[src/tskf_pkg.sv]
package tskf_pkg;

   localparam int WORD_BITS = 48;
   localparam int FRAC_BITS = 32;
   localparam int NUM_BITS  = WORD_BITS + FRAC_BITS;
   localparam int CNT_BITS  = 7;
   localparam int STEP_BITS = 5;
   localparam int NUM_STEPS = 28;
   localparam int MUL_LAST  = 3;
   localparam int DIV_LAST  = NUM_BITS + 1;

   localparam logic [WORD_BITS-1:0] WMAX = {1'b0, {(WORD_BITS-1){1'b1}}};
   localparam logic [WORD_BITS-1:0] WMIN = {1'b1, {(WORD_BITS-1){1'b0}}};
   localparam logic [WORD_BITS-1:0] ONE  = WORD_BITS'(64'd1 << FRAC_BITS);

   localparam logic [1:0] REG_TIME_STEP = 2'd0;
   localparam logic [1:0] REG_QP        = 2'd1;
   localparam logic [1:0] REG_QV        = 2'd2;
   localparam logic [1:0] REG_R         = 2'd3;

   typedef enum logic [1:0] {
      OP_ADD = 2'd0,
      OP_SUB = 2'd1,
      OP_MUL = 2'd2,
      OP_DIV = 2'd3
   } op_type;

   typedef enum logic [4:0] {
      R_X0  = 5'd0,
      R_X1  = 5'd1,
      R_P00 = 5'd2,
      R_P01 = 5'd3,
      R_P10 = 5'd4,
      R_P11 = 5'd5,
      R_DT  = 5'd6,
      R_QP  = 5'd7,
      R_QV  = 5'd8,
      R_R   = 5'd9,
      R_Z   = 5'd10,
      R_T   = 5'd11,
      R_A   = 5'd12,
      R_B   = 5'd13,
      R_S   = 5'd14,
      R_K0  = 5'd15,
      R_K1  = 5'd16,
      R_Y   = 5'd17
   } sel_type;

   typedef struct packed {
      op_type  op;
      sel_type a;
      sel_type b;
      sel_type dst;
   } uop_type;

   typedef struct packed {
      logic    start;
      uop_type uop;
      logic    load_z;
      logic    load_out;
   } cmd_type;

   typedef struct packed {
      logic done;
   } status_type;

   typedef struct packed {
      logic [32:0] dt;
      logic [46:0] qp;
      logic [46:0] qv;
      logic [46:0] r;
   } cfg_type;

   typedef struct packed {
      logic [WORD_BITS-1:0] val;
      logic                 sat;
   } sat_type;

   // predict, then correct; T holds the last product
   function automatic uop_type prog(input logic [STEP_BITS-1:0] step);
      uop_type u;
      u = '{OP_ADD, R_X0, R_X0, R_X0};
      unique case (step)
         5'd0:  u = '{OP_MUL, R_DT,  R_X1,  R_T};
         5'd1:  u = '{OP_ADD, R_X0,  R_T,   R_X0};
         5'd2:  u = '{OP_MUL, R_DT,  R_P10, R_T};
         5'd3:  u = '{OP_ADD, R_P00, R_T,   R_A};
         5'd4:  u = '{OP_MUL, R_DT,  R_P11, R_T};
         5'd5:  u = '{OP_ADD, R_P01, R_T,   R_B};
         5'd6:  u = '{OP_MUL, R_B,   R_DT,  R_T};
         5'd7:  u = '{OP_ADD, R_A,   R_T,   R_A};
         5'd8:  u = '{OP_ADD, R_A,   R_QP,  R_A};
         5'd9:  u = '{OP_MUL, R_P11, R_DT,  R_T};
         5'd10: u = '{OP_ADD, R_P10, R_T,   R_P10};
         5'd11: u = '{OP_ADD, R_P11, R_QV,  R_P11};
         5'd12: u = '{OP_ADD, R_A,   R_R,   R_S};
         5'd13: u = '{OP_DIV, R_A,   R_S,   R_K0};
         5'd14: u = '{OP_DIV, R_P10, R_S,   R_K1};
         5'd15: u = '{OP_SUB, R_Z,   R_X0,  R_Y};
         5'd16: u = '{OP_MUL, R_K0,  R_Y,   R_T};
         5'd17: u = '{OP_ADD, R_X0,  R_T,   R_X0};
         5'd18: u = '{OP_MUL, R_K1,  R_Y,   R_T};
         5'd19: u = '{OP_ADD, R_X1,  R_T,   R_X1};
         5'd20: u = '{OP_MUL, R_K0,  R_A,   R_T};
         5'd21: u = '{OP_SUB, R_A,   R_T,   R_P00};
         5'd22: u = '{OP_MUL, R_K0,  R_B,   R_T};
         5'd23: u = '{OP_SUB, R_B,   R_T,   R_P01};
         5'd24: u = '{OP_MUL, R_K1,  R_A,   R_T};
         5'd25: u = '{OP_SUB, R_P10, R_T,   R_P10};
         5'd26: u = '{OP_MUL, R_K1,  R_B,   R_T};
         5'd27: u = '{OP_SUB, R_P11, R_T,   R_P11};
         default: u = '{OP_ADD, R_X0, R_X0, R_X0};
      endcase
      return u;
   endfunction

   // sign a magnitude and clamp it to the word
   function automatic sat_type sat_mag(input logic [NUM_BITS:0] m, input logic neg);
      sat_type res;
      logic [NUM_BITS:0] lim;
      lim = neg ? (NUM_BITS+1)'(WMIN) : (NUM_BITS+1)'(WMAX);
      if (m > lim) begin
         res.sat = 1'b1;
         res.val = neg ? WMIN : WMAX;
      end else begin
         res.sat = 1'b0;
         res.val = neg ? (WORD_BITS'(0) - m[WORD_BITS-1:0]) : m[WORD_BITS-1:0];
      end
      return res;
   endfunction

endpackage

[src/tskf_ctrl.sv]
module tskf_ctrl (
   input  logic                 clock,
   input  logic                 reset,
   input  logic                 req_valid,
   output logic                 req_stall,
   output logic                 rsp_valid,
   input  logic                 rsp_stall,
   output tskf_pkg::cmd_type    cmd,
   input  tskf_pkg::status_type status
);
   import tskf_pkg::*;

   typedef enum logic [3:0] {
      S_IDLE  = 4'b0001,
      S_ISSUE = 4'b0010,
      S_WAIT  = 4'b0100,
      S_OUT   = 4'b1000
   } state_type;

   state_type             state_ff, state_in;
   logic [STEP_BITS-1:0]  step_ff, step_in;
   logic                  rsp_valid_ff, rsp_valid_in;
   logic                  accept;

   assign req_stall = (state_ff != S_IDLE);
   assign accept    = req_valid && !req_stall;
   assign rsp_valid = rsp_valid_ff;

   always_comb begin
      state_in     = state_ff;
      step_in      = step_ff;
      rsp_valid_in = rsp_valid_ff && rsp_stall;
      cmd          = '0;
      cmd.uop      = prog(step_ff);
      unique case (state_ff)
         S_IDLE: begin
            if (accept) begin
               cmd.load_z = 1'b1;
               step_in    = '0;
               state_in   = S_ISSUE;
            end
         end
         S_ISSUE: begin
            cmd.start = 1'b1;
            state_in  = S_WAIT;
         end
         S_WAIT: begin
            if (status.done) begin
               if (step_ff == STEP_BITS'(NUM_STEPS - 1)) begin
                  state_in = S_OUT;
               end else begin
                  step_in  = step_ff + 1'b1;
                  state_in = S_ISSUE;
               end
            end
         end
         S_OUT: begin
            // output register free or emptying this cycle
            if (!rsp_valid_ff || !rsp_stall) begin
               cmd.load_out = 1'b1;
               rsp_valid_in = 1'b1;
               state_in     = S_IDLE;
            end
         end
         default: state_in = S_IDLE;
      endcase
   end

   always_ff @(posedge clock) begin
      if (reset) begin
         state_ff     <= S_IDLE;
         step_ff      <= '0;
         rsp_valid_ff <= 1'b0;
      end else begin
         state_ff     <= state_in;
         step_ff      <= step_in;
         rsp_valid_ff <= rsp_valid_in;
      end
   end

   a_accept_issue: assert property (@(posedge clock) disable iff (reset)
      accept |=> state_ff == S_ISSUE) else $error("item accepted but not started");
   a_out_last: assert property (@(posedge clock) disable iff (reset)
      state_ff == S_OUT |-> step_ff == STEP_BITS'(NUM_STEPS - 1))
      else $error("result before last step");
   a_load_out: assert property (@(posedge clock) disable iff (reset)
      cmd.load_out |=> rsp_valid_ff) else $error("result loaded without valid");

endmodule

[config.mk]
export PLATFORM = sky130hd
export DESIGN_NAME = tskf_ctrl
export DESIGN_NICKNAME = d
export VERILOG_FILES = /design/src/tskf_pkg.sv /design/src/tskf_ctrl.sv
export SDC_FILE = /design/constraint.sdc
export NUM_CORES = 1
export LEC_CHECK = 0
export BUFFER_PORTS_ARGS = -buffer_cell sky130_fd_sc_hd__buf_4
export CAP_MARGIN = 10
export CORE_ASPECT_RATIO = 0.9
export CORE_UTILIZATION = 56
export DETAILED_ROUTE_END_ITERATION = 7
export PLACE_DENSITY = 0.89
export SLEW_MARGIN = 20
export SYNTH_ARGS = -nofsm -noshare
export SYNTH_HDL_FRONTEND = slang
export SYNTH_SLANG_ARGS = --single-unit
export TNS_END_PERCENT = 10
[constraint.sdc]
create_clock -name clock -period 3.75 [get_ports clock]
set_clock_uncertainty 0.15 [all_clocks]
set_input_delay 1.125 -clock clock [delete_from_list [all_inputs] [get_ports clock]]
set_output_delay 1.125 -clock clock [all_outputs]
set_load 0.05 [all_outputs]
Word level (Yosys, flattened, before mapping)
Memory sizes are Yosys's and may differ from the RTL's. A register that Yosys moved wholly into a read port is not among the register bits.
Cells that the tools add are included.
- $add $sub $neg: 1
- eq/ne operators: 10
- muxes and demuxes: 18
- reductions and logical operators: 9
- operators by type and width (kind ; count):
    $mux W5 ; 5
    $mux W4 ; 4
    $pmux W4 S4 ; 1
    $pmux W5 S2 ; 1
    $ne A2 B2 Y1 const B ; 4
    $mux W1 ; 7
    $add A5 B1 Y5 const B ; 1
    $eq A5 B5 Y1 const B ; 1
    $eq A4 B1 Y1 const B ; 1
    $eq A4 B2 Y1 const B ; 1
    $eq A4 B3 Y1 const B ; 1
    $eq A4 B4 Y1 const B ; 1
    $ne A4 B1 Y1 const B ; 1
    $reduce_and A4 Y1 ; 1
    $logic_not A1 Y1 ; 3
    $reduce_and A3 Y1 ; 1
    $logic_and A1 B1 Y1 ; 2
    $reduce_bool A2 Y1 ; 1
    $logic_or A1 B1 Y1 ; 1
- output and inout bits: 22
- memories kept: 1
- ROM bits: 544
- logic and storage cells: 42
- flip-flop bits (word level): 10
- memories (name ; words ; width ; rd ports ; clocked after memory_dff ; wr ports ; RTL line ; RTL):
    (no name shown) ; 32 ; 17 ; 1 ; 1 ; 0 ; tskf_pkg.sv:83 ; unique case (step)

Longest topological paths before layout
Gate-level depths: netlist of run 1.
- depth after elaboration: 7
- mapped depth: 12
- depth with buffers taken out: 12

Least setup slack after synthesis of run 1
OpenSTA, ideal clock, no wires.
- kind: flip-flop to output port
- start point: register state_ff[0]
- end point: output cmd[19] in the netlist's numbering
- data arrival time: 2.288 ns
- data required time: 2.475 ns
- slack: 0.187 ns
- stages on the path, launching flop included: 3
- cells stage by stage: dfxtp_1 > buf_4 > nor4b_1
- RTL lines (what ; RTL line ; RTL):
    start: declaration ; tskf_ctrl.sv:20 ; state_type state_ff, state_in;
    start signal: assignment ; tskf_ctrl.sv:75 ; state_ff <= state_in;
    end: declaration ; tskf_ctrl.sv:8 ; output tskf_pkg::cmd_type cmd,

==> results of run 1 <==
routing by layer:
layer | part of all wire (%) | wire length [µm]
met5 | 0 | 0
met1 | 45 | 1790
met3 | 8.8 | 348
met4 | 1.6 | 63
met2 | 45 | 1770
final cells by class:
class	count	area, µm²	area share [%]
multi-input cells	154	1040	53.6
flip-flops and latches	27	541	27.9
repair buffers	32	240	12.4
well taps	40	50.0	2.58
inverters	9	40.0	2.07
clock buffers	3	22.5	1.16
clock inverters	1	5.00	0.258
worst max-delay path, cell delays in order:
cell and delay [ns]:
buf_4 0.11, nor3b_1 0.05, o21ai_1 0.33, nor2b_1 0.18, buf_4 0.21
flip-flops by register name (all words and copies together) (netlist names):
| register | flops |
|---|---|
| state_ff | 4 |
| step_ff | 5 |
| rsp_valid | 1 |
| cmd | 17 |
cell usage after synthesis, types with 4 or more instances:
master,n
o211ai_1,4
o21ai_0,6
nand2_1,16
nor3_1,8
nand3_1,5
nor2b_1,4
and3_1,5
buf_2,5
nor2_1,13
a21oi_1,14
dfxtp_1,27
inv_1,5
o22ai_1,5
ha_1,9
worst max path at each step:
stage | from | to | slack [ns] | cells after the start
floorplan | state_ff[0] | cmd[19] | 0.19 | 2
global route | status | cmd[15] | 0.31 | 12
detailed placement | status | cmd[12] | 0.17 | 12
global placement | status | cmd[15] | 0.25 | 12
finish | status | cmd[1] | 0.48 | 5
CTS | status | cmd[1] | 0.49 | 5
through the flow:
stage	hold slack, ns	cell area [µm²]
after detailed placement	0.366	1910
after global placement	0.329	1910
final	0.366	1940
after global routing	0.434	1940
after floorplan	0.443	1710
after CTS	0.385	1940
cells in the final DEF (no fill, tap or decap), drive strengths merged, types with 5 or more instances in the layout:
cell,Yosys,layout
nand3,5,5
a21oi,14,14
nand2,17,17
nor2,14,14
o22ai,5,5
o21ai,9,9
ha,9,9
dfxtp,27,27
buf,11,32
inv,7,7
nor3,10,10
and3,5,5
cell families after synthesis:
group / synth area share, %
compound gates: 25.9
xor+xnor: 1.03
fa+ha+maj: 6.59
buf+inv: 7.55
flops: 31.6
mux: 0.586
simple gates: 26.7
power breakdown:
group	internal, W	switching, W
clock	0.0000401	0.0000841
sequential	0.000298	0.0000267
combinational	0.0000670	0.000133
==> results.json, run 1 <==
{
  "synth-async-reset-ratio_pct": 0,
  "die_h_um": 54.4,
  "dieWidth_um": 60.2,
  "clock-sinks": 27,
  "grt_overflow": 0,
  "fin_crit_sh_pct": 87.3,
  "hp-class": "flop to flop",
  "num-fill-cells": 227,
  "cp_max_fo": 6,
  "dp_hpwl_mm": 2.90,
  "grt.busiest_layer": "met1",
  "worstPathArrival_ns": 2.00,
  "syn_area_per_cell_um2": 8.41,
  "detail_route.iter0.violations": 102,
  "clock_tree.root_cell": "clkbuf_4",
  "grtUsageMet1_pct": 39.8,
  "slew_headroom_pct": 64.6,
  "rr_endpoint": "cmd[12]",
  "worst_slack_ns": 0.476,
  "track_usage_pct": 27.2,
  "post_cts_buffers": 0,
  "grt.met2_usage_pct": 39.7,
  "num_vias": 1660,
  "use_met3_pct": 5.20,
  "syn2layout_area_growth_pct": 13.4,
  "portBuffers": 26,
  "tightestPinTransition_ns": 0.523,
  "yosysUniqueCellTypes": 62,
  "rrSetupSlack_ns": 0.73,
  "drt-total-wl_mm": 3.97,
  "cts_tree": "done",
  "syn_nets": 217,
  "finalCriticalPeriod_ns": 3.27,
  "dieArea_mm2": 0.00327,
  "fmax_ghz": 0.305,
  "wl_per_cell_um": 14.9,
  "ys.flop_type": "dfxtp_1",
  "status": "completed",
  "synthCells": 203,
  "synth-edff-count": 0,
  "synth.largest_area_cell": "dfxtp_1",
  "start_util_pct": 60.7,
  "final_cells": 266,
  "cts_made_buffers": 3,
  "maxSlewViolCount": 0,
  "antenna_found_initial": 0,
  "yosysSeqAreaShare_pct": 31.6,
  "grt_max_degree": 19,
  "holdPathEnd": "rsp_valid",
  "layout-drive-gt1-share_pct": 23.5,
  "numPlacedInstances": 262,
  "grt_pass1_wl_mm": 6.67,
  "rsz0062_at_grt": "no",
  "cts_resized": 0,
  "insertion_delay_ns": 0.33,
  "num_io_pins": 27,
  "yosys.area.top_type_share_pct": 31.6,
  "power.static_leakage_nw": 0.801,
  "clkTransAtPathRegs_ns": 0.13,
  "worstPathRequired_ns": 2.47,
  "setup_viol": 0,
  "power_density_mw_per_mm2": 335,
  "ctsLongestPathBuffers": 2,
  "ys_seq_elements": 27,
  "post-route-drc-count": 0,
  "worst_hold_startpoint": "rsp_valid",
  "synth-warning-count": 0,
  "drv_cap": 0,
  "hold_viol": 0,
  "htree_levels": 1,
  "num-nets-final": 241,
  "hold_depth": 2,
  "crit_type": "primary input to output port",
  "drt_pass1_iterations": 4,
  "start_kind": "primary input",
  "synth_area_mm2": 0.00171,
  "ant_nets": 0,
  "end_kind": "output port",
  "synthTopCellsByArea": "dfxtp_1 (32%), ha_1 (6.6%), a21oi_1 (4.1%)",
  "holdBufCountCts": 0,
  "diodes": 0,
  "gp_congestion": 0.903,
  "ff2ff_path_depth": 12,
  "r2r-start": "step_ff[0]",
  "place_ws_ns": 0.173,
  "num_rows": 18,
  "core_region_area_mm2": 0.00282,
  "fin_util_pct": 68.8,
  "viasPerCell": 6.24,
  "total_power_w": 0.000649,
  "grt_pass1_vias": 1426,
  "ir_drop_uv": 303,
  "setup-tns-final_ns": 0
}
Power figures use the tool's default switching activity.
==> inputs of run 2 (changes only) <==
--- a/config.mk
+++ b/config.mk
@@ -5,12 +5,13 @@
 export SDC_FILE = /design/constraint.sdc
 export NUM_CORES = 1
 export LEC_CHECK = 0
-export BUFFER_PORTS_ARGS = -buffer_cell sky130_fd_sc_hd__buf_4
+export BUFFER_PORTS_ARGS = -buffer_cell sky130_fd_sc_hd__buf_2
 export CAP_MARGIN = 10
 export CORE_ASPECT_RATIO = 0.9
 export CORE_UTILIZATION = 56
 export DETAILED_ROUTE_END_ITERATION = 7
 export PLACE_DENSITY = 0.89
+export RECOVER_POWER = 100
 export SLEW_MARGIN = 20
 export SYNTH_ARGS = -nofsm -noshare
 export SYNTH_HDL_FRONTEND = slang
==> run 2 against run 1 <==
  * Sequential share of layout area up 1.5 points
  * Count of clock-buffer cells in the layout increased by 1
  * Total power down 2.0%
  * Fmax shrank 7.5%
  * Worst setup slack lost 0.26 ns
  * Register-to-register slack lost 0.14 ns
  * Largest cell class unchanged
  * Critical endpoint unchanged
  * Non-clock buffer count is 1 higher
  * Clock power about the same
  * Die area is the same
  * First-iteration DRC count fell by 11%
  * Routed wire length decreased by 5.4%
  * Sequential power hardly changed
==> results.json, run 2 (same netlist as run 1, synthesis figures left out) <==
{
  "seqCellArea_um2": 541,
  "maxSlewViolCount": 0,
  "slowest_stage": "o21ai_0",
  "drv_cap": 0,
  "num_io_pins": 27,
  "rsz0062_at_grt": "no",
  "grt_pass1_wl_mm": 6.41,
  "post-route-drc-count": 0,
  "grt_pass1_vias": 1420,
  "clock_tree.root_cell": "clkbuf_4",
  "viasPerCell": 6.00,
  "core_region_area_mm2": 0.00282,
  "cts_made_buffers": 3,
  "power.static_leakage_nw": 0.700,
  "end_kind": "output port",
  "setup_viol": 0,
  "num_rows": 18,
  "portBuffers": 26,
  "ff2ff_path_depth": 12,
  "ant_nets": 0,
  "critPathMaxStageDelay_ns": 0.33,
  "insertion_delay_ns": 0.33,
  "grt_overflow": 0,
  "clock-sinks": 27,
  "final_cells": 267,
  "track_usage_pct": 26.1,
  "dieArea_mm2": 0.00327,
  "slew_headroom_pct": 52.8,
  "p_sw_share_pct": 37.7,
  "cts_resized": 0,
  "ctsLongestPathBuffers": 2,
  "internal_power_w": 0.000396,
  "num-fill-cells": 245,
  "die_h_um": 54.4,
  "fin_crit_sh_pct": 94.4,
  "num_vias": 1603,
  "dieWidth_um": 60.2,
  "drt-total-wl_mm": 3.76,
  "drt_pass1_iterations": 6,
  "antenna_found_initial": 0,
  "holdBufCountCts": 0,
  "crit_type": "primary input to output port",
  "dp_hpwl_mm": 2.73,
  "start_kind": "primary input",
  "gp_congestion": 0.910,
  "status": "completed",
  "largest_register_ff_count": 17,
  "p_comb_share_pct": 29.6,
  "post_cts_buffers": 0,
  "syn2layout_area_growth_pct": 7.77,
  "layout-drive-gt1-share_pct": 11.9,
  "start_util_pct": 60.7,
  "wl_per_cell_um": 14.1,
  "setup-tns-final_ns": 0,
  "r2r-start": "step_ff[0]",
  "layout_commonest_cell": "dfxtp_1",
  "finalCriticalPeriod_ns": 3.54,
  "cp_cell_sequence": "buf_2 -> nor3b_1 -> o21ai_0 -> buf_4 -> nor2b_1 -> clkbuf_2",
  "ir_drop_uv": 349,
  "hp-class": "flop to flop",
  "final_cell_mix": "dfxtp_1 (27), clkbuf_1 (23), nand2_1 (17)",
  "detail_route.iter0.violations": 91,
  "fmax_ghz": 0.283,
  "hold_depth": 2,
  "worstPathRequired_ns": 2.47,
  "hold_viol": 0,
  "worstPathArrival_ns": 2.26,
  "power_density_mw_per_mm2": 345,
  "worst_hold_startpoint": "rsp_valid",
  "htree_levels": 1,
  "diodes": 0,
  "numPlacedInstances": 263,
  "grt_max_degree": 23,
  "holdPathEnd": "rsp_valid",
  "tightestPinTransition_ns": 0.704,
  "multiInputGateArea_mm2": 0.00103,
  "p_switching_w": 0.000240,
  "cts_tree": "done",
  "rr_endpoint": "cmd[12]",
  "clkTransAtPathRegs_ns": 0.13,
  "clkPwrFrac_pct": 19.3,
  "num-nets-final": 242,
  "cp_max_fo": 6,
  "power.share.sequential_pct": 51.1,
  "rrSetupSlack_ns": 0.59
}
run 2: cell count changes in the layout (fill, tap and decap cells not counted), sizes merged:
cell	change
clkinv	-3
buf	-22
clkinvlp	+2
clkbuf	+24
run 2: area by class of cell:
cell class | count | area share [%]
clock buffer | 4 | 1.43
sequential | 27 | 29.4
timing repair buffer | 33 | 8.43
multi-input combinational | 154 | 56.1
inverter | 9 | 1.97
tap | 40 | 2.72
run 2: critical path: cells and delay by family:
family	cells	cell delay, ns
buffers and inverters	3	0.62
AOI/OAI and AO/OA	1	0.33
and+or+nand+nor	2	0.19
run 2: power by group through the flow:
stage / sequential (W) / combinational [W] / clock [W]
global placement: 0.000329 / 0.000189 / 0
finish: 0.000325 / 0.000188 / 0.000123
CTS: 0.000324 / 0.000191 / 0.000130
floorplan: 0.000321 / 0.000160 / 0
detailed placement: 0.000330 / 0.000191 / 0
global route: 0.000329 / 0.000203 / 0.000144
run 2: stage by stage:
stage / setup WS, ns / utilization (%) / area [µm²] / total power (W) / hold WS (ns)
6_report: 0.211 / 65.4 / 1840 / 0.000636 / 0.348
5_1_grt: 0.176 / 65.4 / 1840 / 0.000676 / 0.378
4_1_cts: 0.398 / 66.7 / 1880 / 0.000644 / 0.350
3_5_place_dp: 0.154 / 65.8 / 1850 / 0.000521 / 0.332
3_3_place_gp: 0.271 / 65.8 / 1850 / 0.000518 / 0.324
2_1_floorplan: 0.187 / - / 1710 / 0.000482 / 0.443
run 2: routing by layer:
metal  GRT usage, %  wire length, µm
met5              0                0
met4           8.91               40
met3           6.86              261
met2           37.4             1620
met1           37.4             1840
run 2: worst max-delay path by stage:
stage                      from       to  depth (start not counted)  slack, ns
floorplan           state_ff[0]  cmd[19]                          2       0.19
global placement         status  cmd[12]                         12       0.27
detailed placement       status  cmd[12]                         12       0.15
CTS                      status   cmd[1]                          6       0.40
global route             status   cmd[1]                          6       0.18
finish                   status   cmd[1]                          6       0.21
